`src/crcl_pkg.sv`:
```
`default_nettype none
// ----------------------------------------------------------------------------
// crcl_pkg : shared types and constants of the CRC-32 length trailer block
// Holds the generator polynomial and the request bundle for the byte step.
// ----------------------------------------------------------------------------
package crcl_pkg;

    localparam logic [31:0] CRC_POLY = 32'h04C1_1DB7;
    localparam int          CRC_W    = 32;
    localparam int          BYTE_W   = 8;

    // one request to the shared byte step unit
    typedef struct packed {
        logic [CRC_W-1:0]  crc;
        logic [BYTE_W-1:0] data;
    } t_step_req;

endpackage
`default_nettype wire

```
`src/crcl_step.sv`:
```
`default_nettype none
// ----------------------------------------------------------------------------
// crcl_step : one byte of MSB-first CRC-32
// Folds one byte into the running remainder, eight polynomial steps.
// ----------------------------------------------------------------------------
module crcl_step
    import crcl_pkg::*;
(
    input  wire t_step_req        i_req,
    output logic [CRC_W-1:0]      o_crc
);

    always_comb begin
        logic [CRC_W-1:0] c;
        c = i_req.crc ^ {i_req.data, {(CRC_W-BYTE_W){1'b0}}};
        for (int i = 0; i < BYTE_W; i++) begin
            if (c[CRC_W-1]) begin
                c = {c[CRC_W-2:0], 1'b0} ^ CRC_POLY;
            end else begin
                c = {c[CRC_W-2:0], 1'b0};
            end
        end
        o_crc = c;
    end

endmodule
`default_nettype wire

```
`src/crc32_with_length_trailer.sv`:
```
`default_nettype none
// ----------------------------------------------------------------------------
// crc32_with_length_trailer : CRC-32 over a byte stream with a length trailer
// Absorbs message bytes, then on the closing item appends the byte count
// (least significant byte first, leading zero bytes dropped) and emits the CRC.
// ----------------------------------------------------------------------------
//
//  channel   dir  handshake              payload
//  s_axis    in   tvalid / tready        tdata = data_byte, tuser = has_byte,
//                                        tlast = last
//  m_axis    out  tvalid / tready        tdata = checksum
//
//  An item without tlast is taken at once; the next may follow at once.
//  A closing item is followed by its n significant length bytes (0 to 4),
//  each folded in by the single shared byte step unit, before the result is emitted.
//  The result sits in an output register; a stall there holds the block only
//  when a second result is ready before the first has been taken.
//  Reset (synchronous, active low) clears CRC, count, state and output valid.
// ----------------------------------------------------------------------------
module crc32_with_length_trailer
    import crcl_pkg::*;
(
    input  wire         i_clk,
    input  wire         i_rst_n,
    input  wire         i_s_axis_tvalid,
    output logic        o_s_axis_tready,
    input  wire  [7:0]  i_s_axis_tdata,   // [7:0] data_byte
    input  wire         i_s_axis_tuser,   // [0] has_byte
    input  wire         i_s_axis_tlast,
    output logic        o_m_axis_tvalid,
    input  wire         i_m_axis_tready,
    output logic [31:0] o_m_axis_tdata    // [31:0] checksum
);

    localparam logic S_IDLE = 1'b0;   // taking message items
    localparam logic S_LEN  = 1'b1;   // folding in length bytes

    logic             r_state, n_state;
    logic [CRC_W-1:0] r_crc, n_crc;
    logic [CRC_W-1:0] r_count, n_count;
    logic [CRC_W-1:0] r_len, n_len;
    logic             r_out_valid, n_out_valid;
    logic [CRC_W-1:0] r_out_data, n_out_data;

    t_step_req        step_req;
    logic [CRC_W-1:0] step_crc;
    logic             in_fire;
    logic             out_free;

    // the one byte step unit, shared by message and length bytes
    crcl_step u_step (
        .i_req (step_req),
        .o_crc (step_crc)
    );

    assign o_s_axis_tready = (r_state == S_IDLE);
    assign in_fire         = i_s_axis_tvalid && o_s_axis_tready;
    assign out_free        = !r_out_valid || i_m_axis_tready;

    always_comb begin
        step_req.crc  = r_crc;
        step_req.data = (r_state == S_IDLE) ? i_s_axis_tdata : r_len[BYTE_W-1:0];

        n_state     = r_state;
        n_crc       = r_crc;
        n_count     = r_count;
        n_len       = r_len;
        n_out_data  = r_out_data;
        n_out_valid = r_out_valid && !i_m_axis_tready;

        case (r_state)
            S_IDLE: begin
                if (in_fire) begin
                    // absorb and count the byte first, close afterwards
                    if (i_s_axis_tuser) begin
                        n_crc   = step_crc;
                        n_count = r_count + 1'b1;
                    end
                    if (i_s_axis_tlast) begin
                        n_len   = n_count;
                        n_state = S_LEN;
                    end
                end
            end
            S_LEN: begin
                if (r_len != '0) begin
                    // fold in the next length byte, drop it from the count
                    n_crc = step_crc;
                    n_len = r_len >> BYTE_W;
                end else if (out_free) begin
                    // emit and start a fresh message
                    n_out_data  = r_crc;
                    n_out_valid = 1'b1;
                    n_crc       = '0;
                    n_count     = '0;
                    n_state     = S_IDLE;
                end
            end
            default: begin
                n_state = S_IDLE;
            end
        endcase
    end

    always_ff @(posedge i_clk) begin
        if (!i_rst_n) begin
            r_state     <= S_IDLE;
            r_crc       <= '0;
            r_count     <= '0;
            r_out_valid <= 1'b0;
        end else begin
            r_state     <= n_state;
            r_crc       <= n_crc;
            r_count     <= n_count;
            r_out_valid <= n_out_valid;
        end
    end

    // payload registers, no reset needed
    always_ff @(posedge i_clk) begin
        r_len      <= n_len;
        r_out_data <= n_out_data;
    end

    assign o_m_axis_tvalid = r_out_valid;
    assign o_m_axis_tdata  = r_out_data;

endmodule
`default_nettype wire

```
`config.mk`:
```
export PLATFORM = sky130hd
export DESIGN_NAME = crc32_with_length_trailer
export DESIGN_NICKNAME = d
export VERILOG_FILES = /design/src/crcl_pkg.sv /design/src/crcl_step.sv /design/src/crc32_with_length_trailer.sv
export SDC_FILE = /design/constraint.sdc
export NUM_CORES = 1
export LEC_CHECK = 0
export ABC_AREA = 0
export BUFFER_PORTS_ARGS = -buffer_cell sky130_fd_sc_hd__buf_2
export CAP_MARGIN = 5
export CORE_MARGIN = 2
export CORE_UTILIZATION = 60
export CTS_CLUSTER_SIZE = 10
export DETAILED_ROUTE_END_ITERATION = 10
export GPL_TIMING_DRIVEN = 0
export HOLD_SLACK_MARGIN = 0.03
export PLACE_DENSITY = 0.8
export SLEW_MARGIN = 10
export SYNTH_ARGS = -nofsm -noshare
export SYNTH_HDL_FRONTEND = slang
export SYNTH_SLANG_ARGS = --single-unit
export TNS_END_PERCENT = 100
```
`constraint.sdc`:
```
create_clock -name i_clk -period 5.6 [get_ports i_clk]
set_input_delay 1.68 -clock i_clk [delete_from_list [all_inputs] [get_ports i_clk]]
set_output_delay 1.68 -clock i_clk [all_outputs]
set_load 0.05 [all_outputs]
```
# Word level (Yosys, flattened, before mapping)
# Cells that the tools add are included.
# word_totals
reg_bits	130
in_bits	14
out_inout_bits	34
elab_cells	65
# classes
addsub	1
n_eq_ne	7
muxes	30
bitwise_logic	11
n_reduce_logical	10
# op_table
operator	count
$mux W32	10
$mux W27	8
$pmux W32 S2	3
$not A14 Y14	8
$add A32 B1 Y32 const B	1
$reduce_bool A32 Y1	1
$xor A32 B32 Y32	1
$reduce_and A3 Y1	4
$ne A2 B1 Y1 const B	5
$mux W8	1
$mux W1	7
$ne A3 B1 Y1 const B	1
$logic_and A1 B1 Y1	2
$logic_not A1 Y1	2
$ne A2 B2 Y1 const B	1
$not A1 Y1	2
$pmux W1 S2	1
$logic_or A1 B1 Y1	1

# Logic depth before layout (Yosys ltp)
# Gate-level depths: netlist of the first run.
# depth
word_depth	21
ltp_mapped	9
depth_no_buf	6

# Modules after synthesis
# Synthesis of the first run repeated with hierarchy kept, for this count alone.
# hier_totals
cells_unflattened	588
area_unflattened_um2	6618.8
# by_module_without_submodules
mod	n_inst	cells_per_inst	area_per_inst_um2	seq_area_each_um2
crc32_with_length_trailer	1	525	5661.7	3243.1
crcl_step	1	63	957.2	0.0

# Worst setup path after synthesis of the first run
# No wires, ideal clock.
# synth_path
kind	input to register
from	in i_m_axis_tready
to	reg r_count[23]
setup_time_ps	132
arrival_time_ps	4870
required_time_ps	5468
setup_slack_ps	597
stages	7
n_path_buf	1
cell_sequence	nor2b_1 -> or4_1 -> nor4_2 -> nor2_1 -> clkbuf_1 -> o21ai_0 -> a21oi_1
# synth_via
elab_chain_len	3
# synth_rtl
element	line	text
from (decl)	crc32_with_length_trailer.sv:31	input wire i_m_axis_tready,
$logic_or A1 B1 Y1	crc32_with_length_trailer.sv:58	assign out_free = !r_out_valid || i_m_axis_tready;
$ne A2 B1 Y1 (no source line)	-	
$reduce_and A3 Y1 (no source line)	-	
to (signal assigned)	crc32_with_length_trailer.sv:114	r_count <= n_count;
to (decl)	crc32_with_length_trailer.sv:40	logic [CRC_W-1:0] r_count, n_count;
# Every way passes these cells.
# A chain may end at the register's enable or synchronous reset.

# Worst setup path after layout of the first run
# layout_path
from	reg r_state
to	out o_s_axis_tready
# layout_via
elab_chain_len	1
# layout_rtl
element	line	text
from (decl)	crc32_with_length_trailer.sv:38	logic r_state, n_state;
from (signal assigned)	crc32_with_length_trailer.sv:112	r_state <= n_state;
$not A1 Y1	-	
to (decl)	crc32_with_length_trailer.sv:26	output logic o_s_axis_tready,
# Every way passes these cells.

==> run metrics, run 1 <==
final critical-path required period=3720 ps; Startpoint Class=flop; Port Buffer Count=47; largest net degree at the start of global routing=33; proportion of synthesized area in mux cells=2.12%; type of the worst min-delay path=flop to flop; synthesized-area fraction occupied by ao, oa, aoi and oai cells=12.5%; vias per cell=6.10; quantity of gates resized following cts=0; number of detailed-route iterations in the first pass=5; die area=11600 um^2; leading register cell type out of synthesis=sky130_fd_sc_hd__dfxtp_1; largest fanout of any net on the critical path=10; buffer count from post-CTS setup fixing=0; initial antenna violation count=1; worst relative slew slack=39.7%; dominant combinational cell family by area after synthesis=XOR/XNOR gates; cell types with the largest area share after synthesis=sky130_fd_sc_hd__edfxtp_1 (30%), sky130_fd_sc_hd__dfxtp_1 (21%), sky130_fd_sc_hd__xor2_1 (6.5%), sky130_fd_sc_hd__xnor2_1 (4.9%), sky130_fd_sc_hd__o21ai_0 (3.7%); setup repair after global routing missed its margin=no; max-slew violation count=0; clock network latency to the later pin of the worst-skew pair=530 ps; R2R depth=7; number of endpoints failing setup at the final stage=0; total vias in the final route=4967; FFs w/ async S/R, synth=0%; number of sinks on the clock net=130; number of distinct library cell variants in the gate-level netlist after synthesis=52; Fin Clk Skew=7.18 ps; Post-CTS Hold Buffers=0; capturing element of the worst setup path=o_s_axis_tready; critical path endpoint category=output port; area share of and/or/nand/nor cells after synthesis=15.1%; # IOs=48; start of the worst register-to-register path=r_len[3]; final worst-path cycle share=66.5%; status=finished clean; peak supply drop=0.271 mV; number of placement rows=37; fraction of the mapped netlist area in adder cells=0.194%; fraction of synthesized cell area in xor and xnor cells=17.0%; WL per Instance=19.3 um; Residual DRC=0; worst-case register-to-register setup slack=2490 ps; share of layout cells above drive strength 1=17.7%; Post-Synthesis Cells=596; post-synthesis register bit count=130; total detailed-routing wirelength=15700 um; worst setup path start=r_state; buffer levels on the longest clock path=2; static leakage=2.59 nW; Root Buffer Master=sky130_fd_sc_hd__clkbuf_8; Synth Warn #=0; top achievable clock speed=0.269 GHz; H-tree depth reported by CTS=4; initial core utilization=62.1%; worst hold stages=0; core utilization of the finished layout=71.5%; Post-Syn Area=6440 um^2; standard cell core area=10400 um^2; start-to-end type of the worst setup path=flop to output port; synthesized netlist net count=611; clock-pin slew reported for the worst setup and hold paths after clock tree synthesis=60 ps; Final GP Congestion=0.905; Final Net Count=679; clock tree from TritonCTS=yes; number of global-route vias before repair=4779; syn avg cell area=10.8 um^2; Synth top area share=29.8%; GRT Overall Usage=28.3%; number of enable-type register cells in the synthesized netlist=64; number of max-capacitance violations reported=0; final hold viol count=0; Reg2Reg Capture Point=r_crc[7]; aggregate negative setup slack=0 ps; post-synthesis sequential area ratio=50.4%; height of the die=108 um; Worst EP required=3920 ps; data arrival time at the worst-slack endpoint=2040 ps; global route total overflow=0; antenna-violating nets left=0; Final HPWL DP=11100 um; drt initial violations=491; first-pass GRT wire length=24700 um; die extent in x=108 um; power density normalized to cell area=454 nW/um^2; Num CTS Buffers=17; synth-to-layout area growth=15.1%; dominant cell type by area after synthesis=sky130_fd_sc_hd__edfxtp_1; slew at the pin closest to its max-slew limit=902 ps
[metal layers]
metal,up-vias,GRT usage (%),wire length [um]
met5,-,0,0
met4,0,9.43,268
met3,29,5.87,1250
met2,242,44.1,7400
met1,2406,39.7,6780
li1,2290,-,-
[sequential cells by signal (all words and copies together), names as in the netlist]
signal,flops
r_state,1
r_len,32
o_m_axis_tvalid,1
r_crc,32
o_m_axis_tdata,32
r_count,32
[logic make-up after synthesis]
logic type      after synthesis
compound gates              135
xor+xnor                    101
fa+ha+maj                     1
buf+inv                      38
flops                       130
mux                          11
simple gates                180
[where the power goes]
group	switching, mW	internal, mW
Combinational	0.635	0.502
Sequential	0.121	1.13
Clock	0.432	0.548
Total	1.19	2.18
[critical path, cell delays in order (launching register included)]
cell	delay, ps
sky130_fd_sc_hd__dfxtp_1	310
sky130_fd_sc_hd__buf_6	140
sky130_fd_sc_hd__buf_12	150
sky130_fd_sc_hd__inv_1	70
sky130_fd_sc_hd__clkbuf_1	460
sky130_fd_sc_hd__buf_2	370
[cells in the mapped netlist, types with 14 or more instances]
cell,number
sky130_fd_sc_hd__dfxtp_1,66
sky130_fd_sc_hd__edfxtp_1,64
sky130_fd_sc_hd__o21ai_0,48
sky130_fd_sc_hd__xor2_1,48
sky130_fd_sc_hd__nand2_1,47
sky130_fd_sc_hd__nor2_1,46
sky130_fd_sc_hd__a21oi_1,41
sky130_fd_sc_hd__xnor2_1,36
sky130_fd_sc_hd__clkbuf_1,25
sky130_fd_sc_hd__or3_1,21
sky130_fd_sc_hd__a22oi_1,16
sky130_fd_sc_hd__o2bb2ai_1,15
sky130_fd_sc_hd__nand3_1,14
[layout by cell type, fill, tap and decap left out, types with 8 or more instances in the layout]
cell,synthesis,layout
sky130_fd_sc_hd__dfxtp_1,66,66
sky130_fd_sc_hd__edfxtp_1,64,64
sky130_fd_sc_hd__buf_2,3,50
sky130_fd_sc_hd__xor2_1,48,48
sky130_fd_sc_hd__o21ai_0,48,48
sky130_fd_sc_hd__nand2_1,47,47
sky130_fd_sc_hd__nor2_1,46,45
sky130_fd_sc_hd__a21oi_1,41,41
sky130_fd_sc_hd__xnor2_1,36,36
sky130_fd_sc_hd__clkbuf_1,25,26
sky130_fd_sc_hd__or3_1,21,21
sky130_fd_sc_hd__a22oi_1,16,16
sky130_fd_sc_hd__clkbuf_16,0,16
sky130_fd_sc_hd__o2bb2ai_1,15,15
sky130_fd_sc_hd__nand3_1,14,14
sky130_fd_sc_hd__nor4_1,11,11
sky130_fd_sc_hd__nand4_1,10,10
sky130_fd_sc_hd__a31oi_1,8,8
[worst min path at each step]
stage	startpoint	end	slack [ps]
3_3_place_gp	r_crc[22]	o_m_axis_tdata[22]	460
4_1_cts	r_crc[2]	o_m_axis_tdata[2]	480
6_report	r_crc[13]	o_m_axis_tdata[13]	490
2_1_floorplan	r_crc[14]	o_m_axis_tdata[14]	450
5_1_grt	r_crc[2]	o_m_axis_tdata[2]	500
3_5_place_dp	r_crc[2]	o_m_axis_tdata[2]	470
[through the flow]
step	total power [mW]	area, um^2	worst slack [ps]	hold slack, ps	cells
CTS	3.34	7410	1910	484	813
global route	3.49	7410	1790	497	814
floorplan	2.12	6440	597	450	596
detailed placement	2.35	6880	1590	466	781
finish	3.36	7410	1880	485	814
global placement	2.31	6840	-733	464	779
[cell type report]
| type | count | area (um^2) |
|---|---|---|
| flip-flops and latches | 130 | 3240 |
| multi-input cells | 428 | 3040 |
| fillers | 714 | 2960 |
| clock buffers | 18 | 418 |
| repair buffers | 49 | 258 |
| well taps | 136 | 170 |
| plain buffers | 33 | 153 |
| clock inverters | 14 | 108 |
| inverters | 5 | 18.8 |
| diodes | 1 | 2.50 |
(Power assumes the default switching activity.)
==> run 2: changes to the inputs <==
==> constraint.sdc (replaced) <==
create_clock -name i_clk -period 3.6 [get_ports i_clk]
set_input_delay 1.08 -clock i_clk [delete_from_list [all_inputs] [get_ports i_clk]]
set_output_delay 1.08 -clock i_clk [all_outputs]
set_load 0.05 [all_outputs]
==> run 2 against run 1 <==
Effect of this change: sequential power rose by 54%; worst setup slack got worse by 1400 ps; combinational power rose by 56%; critical path depth did not move; sequential share of layout area fell by 0.66 points; final area rose by 1.5%; first-iteration DRC count rose by 7.7%; flip-flop and latch count did not move; critical endpoint unchanged; die area did not move.
==> run metrics, run 2 (synthesis gave the netlist of run 1 again) <==
buffer count from post-CTS setup fixing=0; static leakage=2.65 nW; die area=11600 um^2; Root Buffer Master=sky130_fd_sc_hd__clkbuf_8; number of max-capacitance violations reported=0; slew at the pin closest to its max-slew limit=909 ps; Fin Clk Skew=6.44 ps; Reg2Reg Capture Point=r_crc[5]; portion of total power attributed to combinational logic=31.8%; status=finished clean; post-layout worst setup margin=461 ps; number of non-filler instances in the completed layout=813; start-to-end type of the worst setup path=flop to output port; initial antenna violation count=0; synth-to-layout area growth=16.9%; type of the worst min-delay path=flop to flop; number of global-route vias before repair=4697; most used cells in the layout excluding fill and tap cells=sky130_fd_sc_hd__dfxtp_1 (66), sky130_fd_sc_hd__edfxtp_1 (64), sky130_fd_sc_hd__buf_2 (50); die extent in x=108 um; CP cell instances=buf_6 > buf_12 > inv_1 > clkbuf_1 > buf_2; clock share of power=33.5%; # IOs=48; number of placement rows=37; power density normalized to cell area=742 nW/um^2; internal power component=3.74 mW; global route total overflow=0; data arrival time at the worst-slack endpoint=2060 ps; total detailed-routing wirelength=15700 um; largest net degree at the start of global routing=33; Port Buffer Count=47; clock tree from TritonCTS=yes; share of layout cells above drive strength 1=17.9%; number of endpoints failing setup at the final stage=0; standard cell core area=10400 um^2; total vias in the final route=5016; first-pass GRT wire length=24700 um; top achievable clock speed=0.319 GHz; largest fanout of any net on the critical path=10; slowest cell delay on critical path=480 ps; final critical-path required period=3140 ps; number of detailed-route iterations in the first pass=5; Total Power=5.58 mW; max-slew violation count=0; buffer levels on the longest clock path=2; final worst-path cycle share=87.2%; final hold viol count=0; initial core utilization=62.1%; Worst EP required=2520 ps; number of sinks on the clock net=130; Final GP Congestion=0.932; Final Net Count=679; Startpoint Class=flop; Num CTS Buffers=17; count of buffer and inverter cells on the critical path=5; peak supply drop=0.467 mV; Final HPWL DP=10800 um; kind of cell adding the most delay to the critical path=buffers and inverters; clock-pin slew reported for the worst setup and hold paths after clock tree synthesis=60 ps; worst hold stages=0; H-tree depth reported by CTS=4; Seq pwr share=34.7%; most common library cell in the layout ignoring fill and taps=sky130_fd_sc_hd__dfxtp_1; worst relative slew slack=39.2%; height of the die=108 um; quantity of gates resized following cts=0; R2R depth=7; antenna cells=0; worst slack after detailed placement=352 ps; Residual DRC=0; start of the worst register-to-register path=r_len[3]; drt initial violations=529; switching share of total power=33.1%; NetSw=1.85 mW; GRT Overall Usage=28.3%; CP max stage cell=sky130_fd_sc_hd__clkbuf_1; antenna-violating nets left=0; vias per cell=6.17; fill count=659; critical path endpoint category=output port; WL per Instance=19.3 um; Endpoint, Worst Hold=o_m_axis_tdata[13]; launch point of the worst hold path=r_crc[13]; number of cells in the design after placement=781; Post-CTS Hold Buffers=0; worst-case register-to-register setup slack=500 ps; setup repair after global routing missed its margin=no; clock network latency to the later pin of the worst-skew pair=540 ps
[run 2: stage by stage]
stage	utilization [%]	setup TNS, ps	area (um^2)	hold WS [ps]
3_5_place_dp	66.4	0	6880	475
4_1_cts	72.6	0	7520	489
2_1_floorplan	-	0	6450	450
5_1_grt	72.6	0	7520	498
3_3_place_gp	66.1	-40980	6850	468
6_report	72.6	0	7520	490
[run 2: worst max-delay path by stage]
stage	start	end	slack, ps	depth (start not counted)
after floorplan	i_m_axis_tready	r_count[23]	30	7
after global placement	i_m_axis_tready	r_count[26]	-890	8
after detailed placement	i_m_axis_tready	r_count[8]	350	8
after CTS	r_state	o_s_axis_tready	510	5
after global routing	r_len[3]	r_crc[5]	360	7
final	r_state	o_s_axis_tready	460	5
[run 2: layout make-up]
cell class / count / area, um^2 / area share, %
flip-flops and latches: 130 / 3240 / 43.1
multi-input cells: 428 / 3040 / 40.4
clock buffers: 17 / 414 / 5.50
repair buffers: 49 / 258 / 3.43
clock inverters: 15 / 228 / 3.03
well taps: 136 / 170 / 2.26
plain buffers: 33 / 153 / 2.03
inverters: 5 / 18.8 / 0.249
[run 2: power groups by stage]
stage                     Combinational, mW  Sequential, mW  Clock, mW
after floorplan                        1.39            1.90          0
after global placement                 1.64            1.95          0
after detailed placement               1.70            1.96          0
after CTS                              1.76            1.93       1.87
after global routing                   1.90            1.95       1.95
final                                  1.78            1.93       1.87
[run 2: routing by layer]
metal	global-route usage (%)	up-vias	wire, um
li1	-	2292	-
met1	39.6	2405	6660
met2	42.6	286	7360
met3	6.96	33	1360
met4	11.1	0	308
met5	0	-	0
